### config.mk
export PLATFORM = sky130hd
export DESIGN_NAME = linear_queue_with_search_top
export DESIGN_NICKNAME = d
export VERILOG_FILES = /design/src/sv/lqs_pkg.sv /design/src/sv/linear_queue_with_search_top.sv
export SDC_FILE = /design/constraint.sdc
export NUM_CORES = 1
export LEC_CHECK = 0
export BUFFER_PORTS_ARGS = -buffer_cell sky130_fd_sc_hd__buf_4
export CELL_PAD_IN_SITES_DETAIL_PLACEMENT = 1
export CELL_PAD_IN_SITES_GLOBAL_PLACEMENT = 1
export CORE_UTILIZATION = 54
export CTS_BUF_LIST = sky130_fd_sc_hd__clkbuf_8
export CTS_CLUSTER_DIAMETER = 120
export CTS_CLUSTER_SIZE = 28
export DETAILED_ROUTE_END_ITERATION = 8
export GPL_TIMING_DRIVEN = 0
export HOLD_SLACK_MARGIN = 0.15
export PLACE_DENSITY_LB_ADDON = 0.08
export REMOVE_ABC_BUFFERS = 1
export SLEW_MARGIN = 20
export SYNTH_ARGS = -nofsm -noshare
export SYNTH_HDL_FRONTEND = slang
export SYNTH_SLANG_ARGS = --single-unit
### constraint.sdc
create_clock -name clk -period 3.75 [get_ports clk]
set_input_delay 0.1875 -clock clk [delete_from_list [all_inputs] [get_ports clk]]
set_output_delay 0.1875 -clock clk [all_outputs]
set_load 0.05 [all_outputs]
### src/sv/lqs_pkg.sv
package lqs_pkg;

  localparam int FUNC_W = 2;
  localparam int WORD_W = 32;
  localparam int POS_W  = 4;
  localparam int STAT_W = 2;

  localparam logic [FUNC_W-1:0] FUNC_ENQ    = 2'd0;
  localparam logic [FUNC_W-1:0] FUNC_DEQ    = 2'd1;
  localparam logic [FUNC_W-1:0] FUNC_SEARCH = 2'd2;

  localparam logic [STAT_W-1:0] ST_OK        = 2'd0;
  localparam logic [STAT_W-1:0] ST_OVERFLOW  = 2'd1;
  localparam logic [STAT_W-1:0] ST_UNDERFLOW = 2'd2;
  localparam logic [STAT_W-1:0] ST_NOT_FOUND = 2'd3;

  typedef enum logic [2:0] {
    S_IDLE,
    S_EXEC,
    S_FETCH,
    S_SCAN,
    S_DONE
  } state_t;

endpackage

### src/sv/linear_queue_with_search_top.sv
// Linear (non-circular) queue of DEPTH signed 32-bit words with a search
// command. func selects enqueue, dequeue or search; every command returns one
// result carrying status, the dequeued word, the match position and the
// empty/full flags after the command. Slots are not reused until the queue
// drains completely. One command is handled at a time: a command moves from
// S_IDLE to S_EXEC, then to S_DONE for enqueue, an unused code or an
// underflow, through S_FETCH for a dequeue, or through S_SCAN for a search,
// which compares up to DEPTH words from head toward tail and stops at the
// first match or at the tail. The search cost comes from reading the slot
// memory through its single registered read port, one word per cycle.
// out_valid is high in S_DONE until the result transfers; a new command is
// taken the cycle after the result transfers.
module linear_queue_with_search_top
  import lqs_pkg::*;
#(
  parameter int DEPTH = 16
) (
  input  logic                     clk,
  input  logic                     rst,
  input  logic                     in_valid,
  output logic                     in_stall,
  input  logic [FUNC_W-1:0]        func,
  input  logic signed [WORD_W-1:0] value,
  output logic                     out_valid,
  input  logic                     out_stall,
  output logic [STAT_W-1:0]        status,
  output logic signed [WORD_W-1:0] read_word,
  output logic [POS_W-1:0]         position,
  output logic                     is_empty,
  output logic                     is_full
);

  localparam int AW = (DEPTH > 1) ? $clog2(DEPTH) : 1;
  localparam logic [AW-1:0] LAST = AW'(DEPTH - 1);

  state_t state, state_next;

  logic [WORD_W-1:0] mem [DEPTH];
  logic [WORD_W-1:0] rd_data;
  logic [AW-1:0]     rd_addr;

  logic [FUNC_W-1:0] op;
  logic [WORD_W-1:0] key;
  logic [AW-1:0]     head;
  logic [AW-1:0]     tail;
  logic              empty_flag;
  logic [AW-1:0]     idx;

  logic          full;
  logic [AW-1:0] tail_new;
  logic          in_xfer;
  logic          out_xfer;
  logic          hit;
  logic          enq_write;

  assign full      = !empty_flag && (tail == LAST);
  assign tail_new  = empty_flag ? '0 : AW'(tail + 1'b1);
  assign in_xfer   = in_valid && !in_stall;
  assign out_xfer  = out_valid && !out_stall;
  assign hit       = (rd_data == key);
  assign enq_write = (state == S_EXEC) && (op == FUNC_ENQ) && !full;

  assign is_empty = empty_flag;
  assign is_full  = full;

  // next state
  always_comb begin
    state_next = state;
    unique case (state)
      S_IDLE: begin
        if (in_xfer) state_next = S_EXEC;
      end
      S_EXEC: begin
        if (op == FUNC_DEQ && !empty_flag) begin
          state_next = S_FETCH;
        end else if (op == FUNC_SEARCH && !empty_flag) begin
          state_next = S_SCAN;
        end else begin
          state_next = S_DONE;
        end
      end
      S_FETCH: state_next = S_DONE;
      S_SCAN: begin
        if (hit || idx == tail) state_next = S_DONE;
      end
      S_DONE: begin
        if (out_xfer) state_next = S_IDLE;
      end
      default: state_next = S_IDLE;
    endcase
  end

  // handshake and memory read address
  always_comb begin
    in_stall  = (state != S_IDLE);
    out_valid = (state == S_DONE);
    rd_addr   = (state == S_SCAN) ? AW'(idx + 1'b1) : head;
  end

  always_ff @(posedge clk) begin
    if (rst) begin
      state <= S_IDLE;
    end else begin
      state <= state_next;
    end
  end

  always_ff @(posedge clk) begin
    if (enq_write) begin
      mem[tail_new] <= key;
    end
    rd_data <= mem[rd_addr];
  end

  always_ff @(posedge clk) begin
    if (rst) begin
      head       <= '0;
      tail       <= '0;
      empty_flag <= 1'b1;
    end else begin
      case (state)
        S_EXEC: begin
          if (enq_write) begin
            if (empty_flag) head <= '0;
            tail       <= tail_new;
            empty_flag <= 1'b0;
          end
        end
        S_FETCH: begin
          if (head == tail) begin
            head       <= '0;
            tail       <= '0;
            empty_flag <= 1'b1;
          end else begin
            head <= AW'(head + 1'b1);
          end
        end
        default: ;
      endcase
    end
  end

  // command latch, scan index and result register
  always_ff @(posedge clk) begin
    if (in_xfer) begin
      op  <= func;
      key <= value;
    end
    case (state)
      S_EXEC: begin
        idx       <= head;
        status    <= ST_OK;
        read_word <= '0;
        position  <= '0;
        case (op) inside
          FUNC_ENQ: begin
            if (full) status <= ST_OVERFLOW;
          end
          FUNC_DEQ, FUNC_SEARCH: begin
            if (empty_flag) status <= ST_UNDERFLOW;
          end
          default: ;
        endcase
      end
      S_FETCH: read_word <= rd_data;
      S_SCAN: begin
        if (hit) begin
          position <= POS_W'(idx);
        end else if (idx == tail) begin
          status <= ST_NOT_FOUND;
        end else begin
          idx <= AW'(idx + 1'b1);
        end
      end
      default: ;
    endcase
  end

  // a command is only taken with no result pending
  a_idle_no_result: assert property (@(posedge clk) disable iff (rst)
    !in_stall |-> !out_valid)
    else $error("input ready while a result is pending");

  a_full_not_empty: assert property (@(posedge clk) disable iff (rst)
    is_full |-> !is_empty)
    else $error("queue flagged full and empty at once");

  a_underflow_empty: assert property (@(posedge clk) disable iff (rst)
    out_valid && status == ST_UNDERFLOW |-> is_empty)
    else $error("underflow reported on a non-empty queue");

  a_scan_in_range: assert property (@(posedge clk) disable iff (rst)
    state == S_SCAN |-> !empty_flag && idx >= head && idx <= tail)
    else $error("search index outside head..tail");

  a_result_once: assert property (@(posedge clk) disable iff (rst)
    out_valid && !out_stall |=> !out_valid)
    else $error("result presented twice");

endmodule

==> metrics.yaml, run 1 <==
cts:
  clk_latency_ns: 0.69
  cts_max_path_buffers: 3
  clock-sinks: 632
  htreeDepth: 1
  cts_tree: "yes"
  cts_buffers: 26
  root_buffer: "clkbuf_8"
  clk_pin_slew_worst_paths_ns: 0.17
placed_design:
  pre_cts_slack_ns: -0.961
  io_buffers: 79
  hpwlAfterDp_um: 44000
  routabilityCongestion: 0.750
sta:
  rsz0062_at_grt: "false"
  fin_crit_ns: 3.62
  final_hold_viol_count: 0
  worst-slew-pin-transition_ns: 0.970
  relSlewSlack_pct: 35.3
  max_freq_ghz: 0.277
  setup_viol: 0
  clock_skew_ns: 0.0304
  final_max_slew_viol_count: 0
  holdWs_ns: 0.200
  fin_crit_sh_pct: 96.4
  layout_setup_ws_ns: 0.134
run:
  cap_violations: 0
route:
  wl_um: 69700
  drtIter0Drc: 1311
  drc_errors: 0
  wl_per_cell_um: 27.1
  antenna_left: 0
  vias: 15800
  firstDrtPassIters: 5
  via_per_inst: 6.14
cells_and_area:
  layout.nets: 1996
  syn_to_final_growth_pct: 13.7
  drive_gt1_share_pct: 12.0
  fin_util_pct: 62.3
worst_setup_path:
  worst-path-stages: 8
  critical_path_class: "reg2reg"
  worstPathCellList: "buf_12 -> and3b_4 -> buf_4 -> a21o_2 -> clkinv_2 -> nor2_2 -> nand3_1 -> nand4_1"
  critPathMaxStageDelay_ns: 1.02
  end_kind: "flip-flop"
  critPathBufInv: 3
  cp-start-kind: "flip-flop"
  crit_required_ns: 4.36
  cpMaxStageDelayCell: "nor2_2"
  r2r_cells: 8
  worst_ep_arrival_time_ns: 4.23
  cp_top_family: "simple AND/OR/NAND/NOR gates"
  path_max_fanout: 46
logic_synthesis:
  synth_warnings: 0
  async_flop_share_pct: 0
  ys_ff_latch: 632
  synth_edf_count: 588
  synth_common_cells: "edfxtp_1 (588), nand2_1 (402), nand3_1 (215)"
  yosysSeqAreaShare_pct: 74.5
  syn_avg_cell_area_um2: 13.4
  synth_most_common_cell: "edfxtp_1"
  yosysTopAreaCell: "edfxtp_1"
  ys_top_cells_by_area: "edfxtp_1 (71%), nand2_1 (6.1%), nand3_1 (4.3%)"
  syn-cell-area_um2: 24900
  ys_types: 52
  synth_cells: 1851
  yosysTopAreaCellShare_pct: 71.0
  synth_ff_type: "edfxtp_1"
floorplanning:
  die_area_um2: 46900
  start_util_pct: 54.8
  die_w_um: 217
  die_h_um: 217
  rows: 78
  core-area_um2: 45400
  ioPinCount: 80
run_status:
  outcome: "finished, final reports clean"
global_routing:
  track_usage_pct: 30.0
  antenna_found_initial: 2
  overflow: 0
  grt_max_degree: 69
  grt_pass1_vias: 16314
  grt_pass1_wl_um: 103000
pwr:
  peakVddDrop_mv: 0.471
  power_density_nw_per_um2: 426
  leakage_nw: 9.72
  totalPowerFinal_w: 0.0121
worst_hold_path:
  min_path_type: "in2reg"
  holdPathStages: 2
==> placed cells by master, fill, tap and decap left out, types with 3 or more instances in the layout <==
cell | synthesis | layout
nor4_1 | 3 | 3
buf_16 | 0 | 41
a21boi_1 | 20 | 20
or3_1 | 4 | 4
nand3b_1 | 4 | 4
bufbuf_16 | 0 | 3
o21ai_0 | 19 | 18
nor2_1 | 104 | 81
dlygate4sd3_1 | 0 | 38
dfxtp_1 | 44 | 40
nand3_1 | 215 | 215
nor2_4 | 0 | 20
xor2_1 | 9 | 9
a22oi_1 | 7 | 7
o221ai_1 | 40 | 40
nor2_2 | 0 | 3
mux2_2 | 19 | 19
o21ai_1 | 7 | 8
edfxtp_1 | 588 | 588
and2_1 | 4 | 4
nand4_1 | 40 | 40
inv_1 | 26 | 46
nand2_1 | 402 | 400
a31oi_1 | 20 | 20
ha_1 | 6 | 6
a21oi_1 | 15 | 15
clkbuf_8 | 0 | 27
buf_4 | 5 | 89
buf_12 | 0 | 10
dfxtp_2 | 0 | 3
o211ai_1 | 39 | 39
and3_1 | 33 | 33
xnor2_1 | 38 | 38
==> path summary, 6_finish.rpt <==
path	from	endpoint	slack, ns
max	state[1]$_SDFFE_PP0P_	rd_data[9]$_DFF_P_	0.13
min	func[0]	op[0]$_DFFE_PP_	0.20
max reg2reg	state[1]$_SDFFE_PP0P_	rd_data[9]$_DFF_P_	0.13
min reg2reg	rd_data[8]$_DFF_P_	read_word[8]$_SDFFCE_PN0P_	0.61
==> logic make-up after synthesis <==
family          Yosys count  share of synthesized area [%]
buf+inv                 141                           2.65
fa+ha+maj                 6                          0.302
simple gates            821                           14.5
mux                      24                           1.18
flops                   632                           74.5
compound gates          180                           5.18
xor+xnor                 47                           1.65
==> registers in the layout, summed over array words and instances (netlist names), 3 cells and up <==
register,count
head,4
state,3
mem,512
key,32
position,4
tail,4
rd_data,32
read_word,32
idx,4
==> stage by stage <==
| stage | setup TNS (ns) | instance area [um2] | instances |
|---|---|---|---|
| final | 0 | 28300 | 2573 |
| after CTS | 0 | 28300 | 2570 |
| after global placement | -1803.89 | 25700 | 2419 |
| after global routing | 0 | 28300 | 2573 |
| after floorplan | -235.30 | 24300 | 1740 |
| after detailed placement | -17.88 | 27300 | 2477 |
==> layer usage <==
| metal | track usage (%) | part of all wire (%) | up-vias |
|---|---|---|---|
| li1 | - | - | 6987 |
| met1 | 39.6 | 41 | 8149 |
| met2 | 52.2 | 50 | 540 |
| met3 | 3.33 | 5.9 | 122 |
| met4 | 9.72 | 3.1 | 2 |
| met5 | 0 | 0.019 | - |
==> cell type report <==
cell class	count	area, um2
multi-input cells	1078	5870
well taps	600	751
diodes	1	2.50
clock inverters	21	91.3
repair buffers	184	2510
fillers	4308	17100
clock buffers	27	372
flip-flops and latches	632	18500
inverters	30	135
==> repair_timing <==
| action | in CTS | in global routing |
|---|---|---|
| endpoints found under the setup margin | 32 | 28 |
| hold buffers | 38 | 0 |
| cloned | 3 | 0 |
| pin swaps | 1 | 0 |
| endpoints found under the hold margin | 53 | 0 |
| setup buffers | 4 | 2 |
| resized for setup | 6 | 3 |
==> power breakdown <==
part	internal [W]	switching (W)	leakage [nW]
logic	0.000431	0.000743	3.72
clock network	0.000688	0.00199	0.308
registers	0.00796	0.000246	5.69
Power figures use the tool's default switching activity.
==> run 2: changes to the inputs <==
==> constraint.sdc (replaced) <==
create_clock -name clk -period 4.15 [get_ports clk]
set_input_delay 0.2075 -clock clk [delete_from_list [all_inputs] [get_ports clk]]
set_output_delay 0.2075 -clock clk [all_outputs]
set_load 0.05 [all_outputs]
==> metrics.yaml, run 2 (same netlist as run 1, synthesis figures left out) <==
worst_hold_path:
  min_path_type: "in2reg"
  holdPathStages: 2
floorplanning:
  core-area_um2: 45400
  die_area_um2: 46900
  die_h_um: 217
  ioPinCount: 80
  rows: 78
  die_w_um: 217
  start_util_pct: 54.8
worst_setup_path:
  critical_path_class: "reg2reg"
  crit_required_ns: 4.74
  path_max_fanout: 48
  r2r_cells: 11
  end_kind: "flip-flop"
  cp-start-kind: "flip-flop"
  worst_ep_arrival_time_ns: 4.60
cts:
  clk_pin_slew_worst_paths_ns: 0.17
  cts_max_path_buffers: 3
  root_buffer: "clkbuf_8"
  htreeDepth: 1
  cts_buffers: 26
  cts_tree: "yes"
  clock-sinks: 632
  clk_latency_ns: 0.69
cells_and_area:
  drive_gt1_share_pct: 11.8
  largest_reg_flops: 512
  layout_common_cells: "edfxtp_1 (588), nand2_1 (400), nand3_1 (215), buf_4 (87), nor2_1 (81)"
  mostFrequentLayoutCell: "edfxtp_1"
  fin_area_um2: 28200
  regMostFlops: "mem"
  layout.nets: 1993
  syn_to_final_growth_pct: 13.4
global_routing:
  grt_pass1_wl_um: 103000
  antenna_found_initial: 2
  grt_pass1_vias: 16322
  track_usage_pct: 29.9
  overflow: 0
  grt_max_degree: 69
sta:
  fin_crit_sh_pct: 96.6
  clock_skew_ns: 0.0302
  final_max_slew_viol_count: 0
  fin_crit_ns: 4.01
  layout_setup_ws_ns: 0.141
  timing.setup.tns_ns: 0
  rsz0062_at_grt: "false"
  setup_viol: 0
  worst-slew-pin-transition_ns: 0.935
  relSlewSlack_pct: 37.7
  max_freq_ghz: 0.249
  final_hold_viol_count: 0
run_status:
  outcome: "finished, final reports clean"
pwr:
  power_density_nw_per_um2: 386
  peakVddDrop_mv: 0.427
  leakage_nw: 9.69
run:
  cap_violations: 0
placed_design:
  io_buffers: 79
  hpwlAfterDp_um: 44000
  pre_cts_slack_ns: -0.561
  postPlaceCellArea_um2: 27300
  routabilityCongestion: 0.750
route:
  drtIter0Drc: 1343
  firstDrtPassIters: 5
  drc_errors: 0
  wl_per_cell_um: 27.0
  wl_um: 69500
  vias: 15830
  antenna_left: 0
  via_per_inst: 6.16
==> run 2: metrics by stage <==
| stage | hold slack, ns | instances | util [%] | power (W) |
|---|---|---|---|---|
| after floorplan | 0.277 | 1740 | - | 0.00806 |
| after global placement | 0.386 | 2419 | 56.6 | 0.00847 |
| after detailed placement | 0.387 | 2477 | 60.1 | 0.00855 |
| after CTS | 0.195 | 2567 | 62.1 | 0.0109 |
| after global routing | 0.196 | 2570 | 62.2 | 0.0112 |
| final | 0.223 | 2570 | 62.2 | 0.0109 |
==> run 2: area by class of cell <==
class / count / area (um2)
inverter: 30 / 131
multi-input combinational: 1078 / 5860
antenna: 1 / 2.50
timing repair buffer: 181 / 2460
fill: 4323 / 17200
clock buffer: 27 / 372
sequential: 632 / 18500
clock inverter: 21 / 91.3
tap: 600 / 751
==> run 2: path summary, 6_finish.rpt <==
check | slack, ns | to | startpoint
setup / recovery | 0.14 | rd_data[5]$_DFF_P_ | state[1]$_SDFFE_PP0P_
hold / removal | 0.22 | op[0]$_DFFE_PP_ | func[0]
setup reg to reg | 0.14 | rd_data[5]$_DFF_P_ | state[1]$_SDFFE_PP0P_
hold reg to reg | 0.61 | read_word[8]$_SDFFCE_PN0P_ | rd_data[8]$_DFF_P_
==> run 2: what timing repair did <==
item                                   CTS  global route
pin swaps                                0             1
endpoints found under the hold margin   53             0
buffers inserted                         2             2
cloned                                   2             0
setup endpoints to repair               22             6
resized for setup                        4             0
hold buffers                            38             0
==> run 2: per-layer routing <==
layer / GRT usage (%) / share of wire, % / up-vias
li1: - / - / 6973
met1: 39.5 / 40 / 8124
met2: 51.9 / 51 / 597
met3: 3.41 / 5.9 / 134
met4: 9.72 / 3.1 / 2
met5: 0 / 0.019 / -
==> run 2: power breakdown <==
part           switching (W)  internal, W
combinational       0.000671     0.000385
sequential          0.000222      0.00719
clock                0.00180     0.000622
total                0.00269      0.00820
==> run 2: worst max-delay path, cell delays in order (launching register included) <==
cell and delay (ns):
dfxtp_4 0.55, buf_12 0.24, and3b_4 0.26, buf_4 0.26
mux2i_4 0.71, buf_16 0.23, buf_16 0.16, inv_6 0.18
nand2_2 0.53, o211ai_1 0.24, a21boi_1 0.22, o221ai_1 0.24
==> run 3: changes to the inputs <==
--- a/config.mk
+++ b/config.mk
@@ -6,9 +6,7 @@
 export NUM_CORES = 1
 export LEC_CHECK = 0
 export BUFFER_PORTS_ARGS = -buffer_cell sky130_fd_sc_hd__buf_4
-export CELL_PAD_IN_SITES_DETAIL_PLACEMENT = 1
-export CELL_PAD_IN_SITES_GLOBAL_PLACEMENT = 1
-export CORE_UTILIZATION = 54
+export CORE_UTILIZATION = 55
 export CTS_BUF_LIST = sky130_fd_sc_hd__clkbuf_8
 export CTS_CLUSTER_DIAMETER = 120
 export CTS_CLUSTER_SIZE = 28
==> metrics.yaml, run 3 (same netlist as run 1, synthesis figures left out) <==
run_status:
  outcome: "finished, final reports clean"
sta:
  rsz0062_at_grt: "false"
  clock_skew_ns: 0.0423
  fin_crit_sh_pct: 93.4
  worst-slew-pin-transition_ns: 0.957
  fin_crit_ns: 3.88
  max_freq_ghz: 0.258
  relSlewSlack_pct: 36.2
  final_hold_viol_count: 0
  timing.setup.tns_ns: 0
  final_max_slew_viol_count: 0
  setup_viol: 0
route:
  firstDrtPassIters: 5
  drtIter0Drc: 1447
  wl_um: 62000
  drc_errors: 0
  wl_per_cell_um: 24.3
  antenna_left: 0
  via_per_inst: 6.01
  vias: 15343
run:
  cap_violations: 0
global_routing:
  grt_pass1_vias: 14675
  globalRouteMet3Util_pct: 2.69
  grt_max_degree: 124
  grt_util_met1_pct: 38.3
  top_usage_layer: "met2"
  overflow: 0
  antenna_found_initial: 1
  grt_pass1_wl_um: 92700
  track_usage_pct: 27.0
  use_met2_pct: 45.7
cells_and_area:
  n_fill_cell: 3249
  fin_util_pct: 63.4
  largest_reg_flops: 512
  regMostFlops: "mem"
  mostFrequentLayoutCell: "edfxtp_1"
  drive_gt1_share_pct: 11.6
  syn_to_final_growth_pct: 13.2
  seqCellArea_um2: 18500
  layout.nets: 1989
  layout_common_cells: "edfxtp_1 (588), nand2_1 (400), nand3_1 (215), buf_4 (82), nor2_1 (81)"
  instances_no_fill: 2554
  multi_input_area_um2: 5860
  fin_area_um2: 28200
worst_setup_path:
  critical_path_class: "reg2reg"
  startpoint: "state[0]$_SDFFE_PP0P_"
  crit_required_ns: 4.69
  r2r_cells: 12
  reg2reg_from: "state[0]$_SDFFE_PP0P_"
  path_max_fanout: 123
  end_kind: "flip-flop"
  r2r-end: "rd_data[4]$_DFF_P_"
  worst_ep_arrival_time_ns: 4.42
  cp-start-kind: "flip-flop"
  r2r_slack_ns: 0.27
pwr:
  leakage_nw: 9.65
  pwr-share-clk_pct: 22.2
  totalPowerFinal_w: 0.0108
  p_seq_share_pct: 68.5
  power_density_nw_per_um2: 384
  swShare_pct: 24.3
  p_comb_share_pct: 9.4
  peakVddDrop_mv: 0.248
  power_switching_w: 0.00263
  internal_power_w: 0.00818
cts:
  clock-sinks: 632
  htreeDepth: 1
  cts_max_path_buffers: 3
  cts_buffers: 26
  clk_pin_slew_worst_paths_ns: 0.17
  clk_latency_ns: 0.69
  cts_tree: "yes"
  root_buffer: "clkbuf_8"
floorplanning:
  start_util_pct: 56.0
  ioPinCount: 80
  die_w_um: 215
  core-area_um2: 44400
  die_area_um2: 46100
  rows: 77
  die_h_um: 215
worst_hold_path:
  holdPathStages: 2
  min_path_type: "in2reg"
  hold_end: "key[10]$_DFFE_PP_"
  min_from: "value[10]"
placed_design:
  hpwlAfterDp_um: 38100
  io_buffers: 79
  place_inst: 2471
  postPlaceCellArea_um2: 27300
  routabilityCongestion: 0.792
run 3: how the worst max path moves through the flow:
stage                          end  slack, ns  cells past startpoint
2_1_floorplan  rd_data[29]$_DFF_P_      -6.91                      7
3_3_place_gp   rd_data[14]$_DFF_P_     -18.25                      7
3_5_place_dp   rd_data[23]$_DFF_P_      -0.05                      8
4_1_cts        rd_data[23]$_DFF_P_       0.02                     12
5_1_grt        rd_data[23]$_DFF_P_       0.05                     12
6_report        rd_data[4]$_DFF_P_       0.27                     12
run 3: repair_timing:
item | CTS | global route
gates resized for setup | 1 | 2
hold buffers | 38 | 0
endpoints found under the hold margin | 59 | 0
setup buffers | 0 | 0
setup endpoints to repair | 17 | 15
run 3: worst max-delay path, stage by stage (launching register included):
cell	delay (ns)
dfxtp_1	0.60
and3b_4	0.47
buf_16	0.21
o21ai_4	0.18
buf_16	0.25
buf_16	0.17
inv_8	0.12
buf_16	0.45
buf_16	0.43
o221ai_1	0.17
o211ai_1	0.19
a21boi_1	0.21
o221ai_1	0.14
run 3: power by group through the flow:
stage / Clock [W] / Sequential, W / Combinational, W
after CTS: 0.00243 / 0.00740 / 0.00102
after floorplan: 0 / 0.00761 / 0.000455
final: 0.00240 / 0.00740 / 0.00101
after detailed placement: 0 / 0.00754 / 0.000982
after global placement: 0 / 0.00754 / 0.000927
after global routing: 0.00264 / 0.00743 / 0.00108
run 3: layout make-up:
cell class                 instances  area share [%]
clock inverter                    17           0.271
multi-input combinational       1078            20.8
inverter                          30           0.449
clock buffer                      27            1.32
sequential                       632            65.9
antenna                            1         0.00889
tap                              592            2.63
timing repair buffer             177            8.63
run 3: routing by layer:
metal	routed length [um]	up-vias	part of all wire (%)
met4	1270	0	2.0
met1	26800	7805	43
met3	3310	77	5.3
li1	-	6963	-
met2	30700	498	49
met5	0	-	0
run 3: through the flow:
| step | setup WS, ns | hold WS, ns |
|---|---|---|
| floorplan | -6.91 | 0.277 |
| CTS | 0.0161 | 0.183 |
| global route | 0.0480 | 0.197 |
| finish | 0.272 | 0.236 |
| global placement | -18.25 | 0.386 |
| detailed placement | -0.0515 | 0.387 |
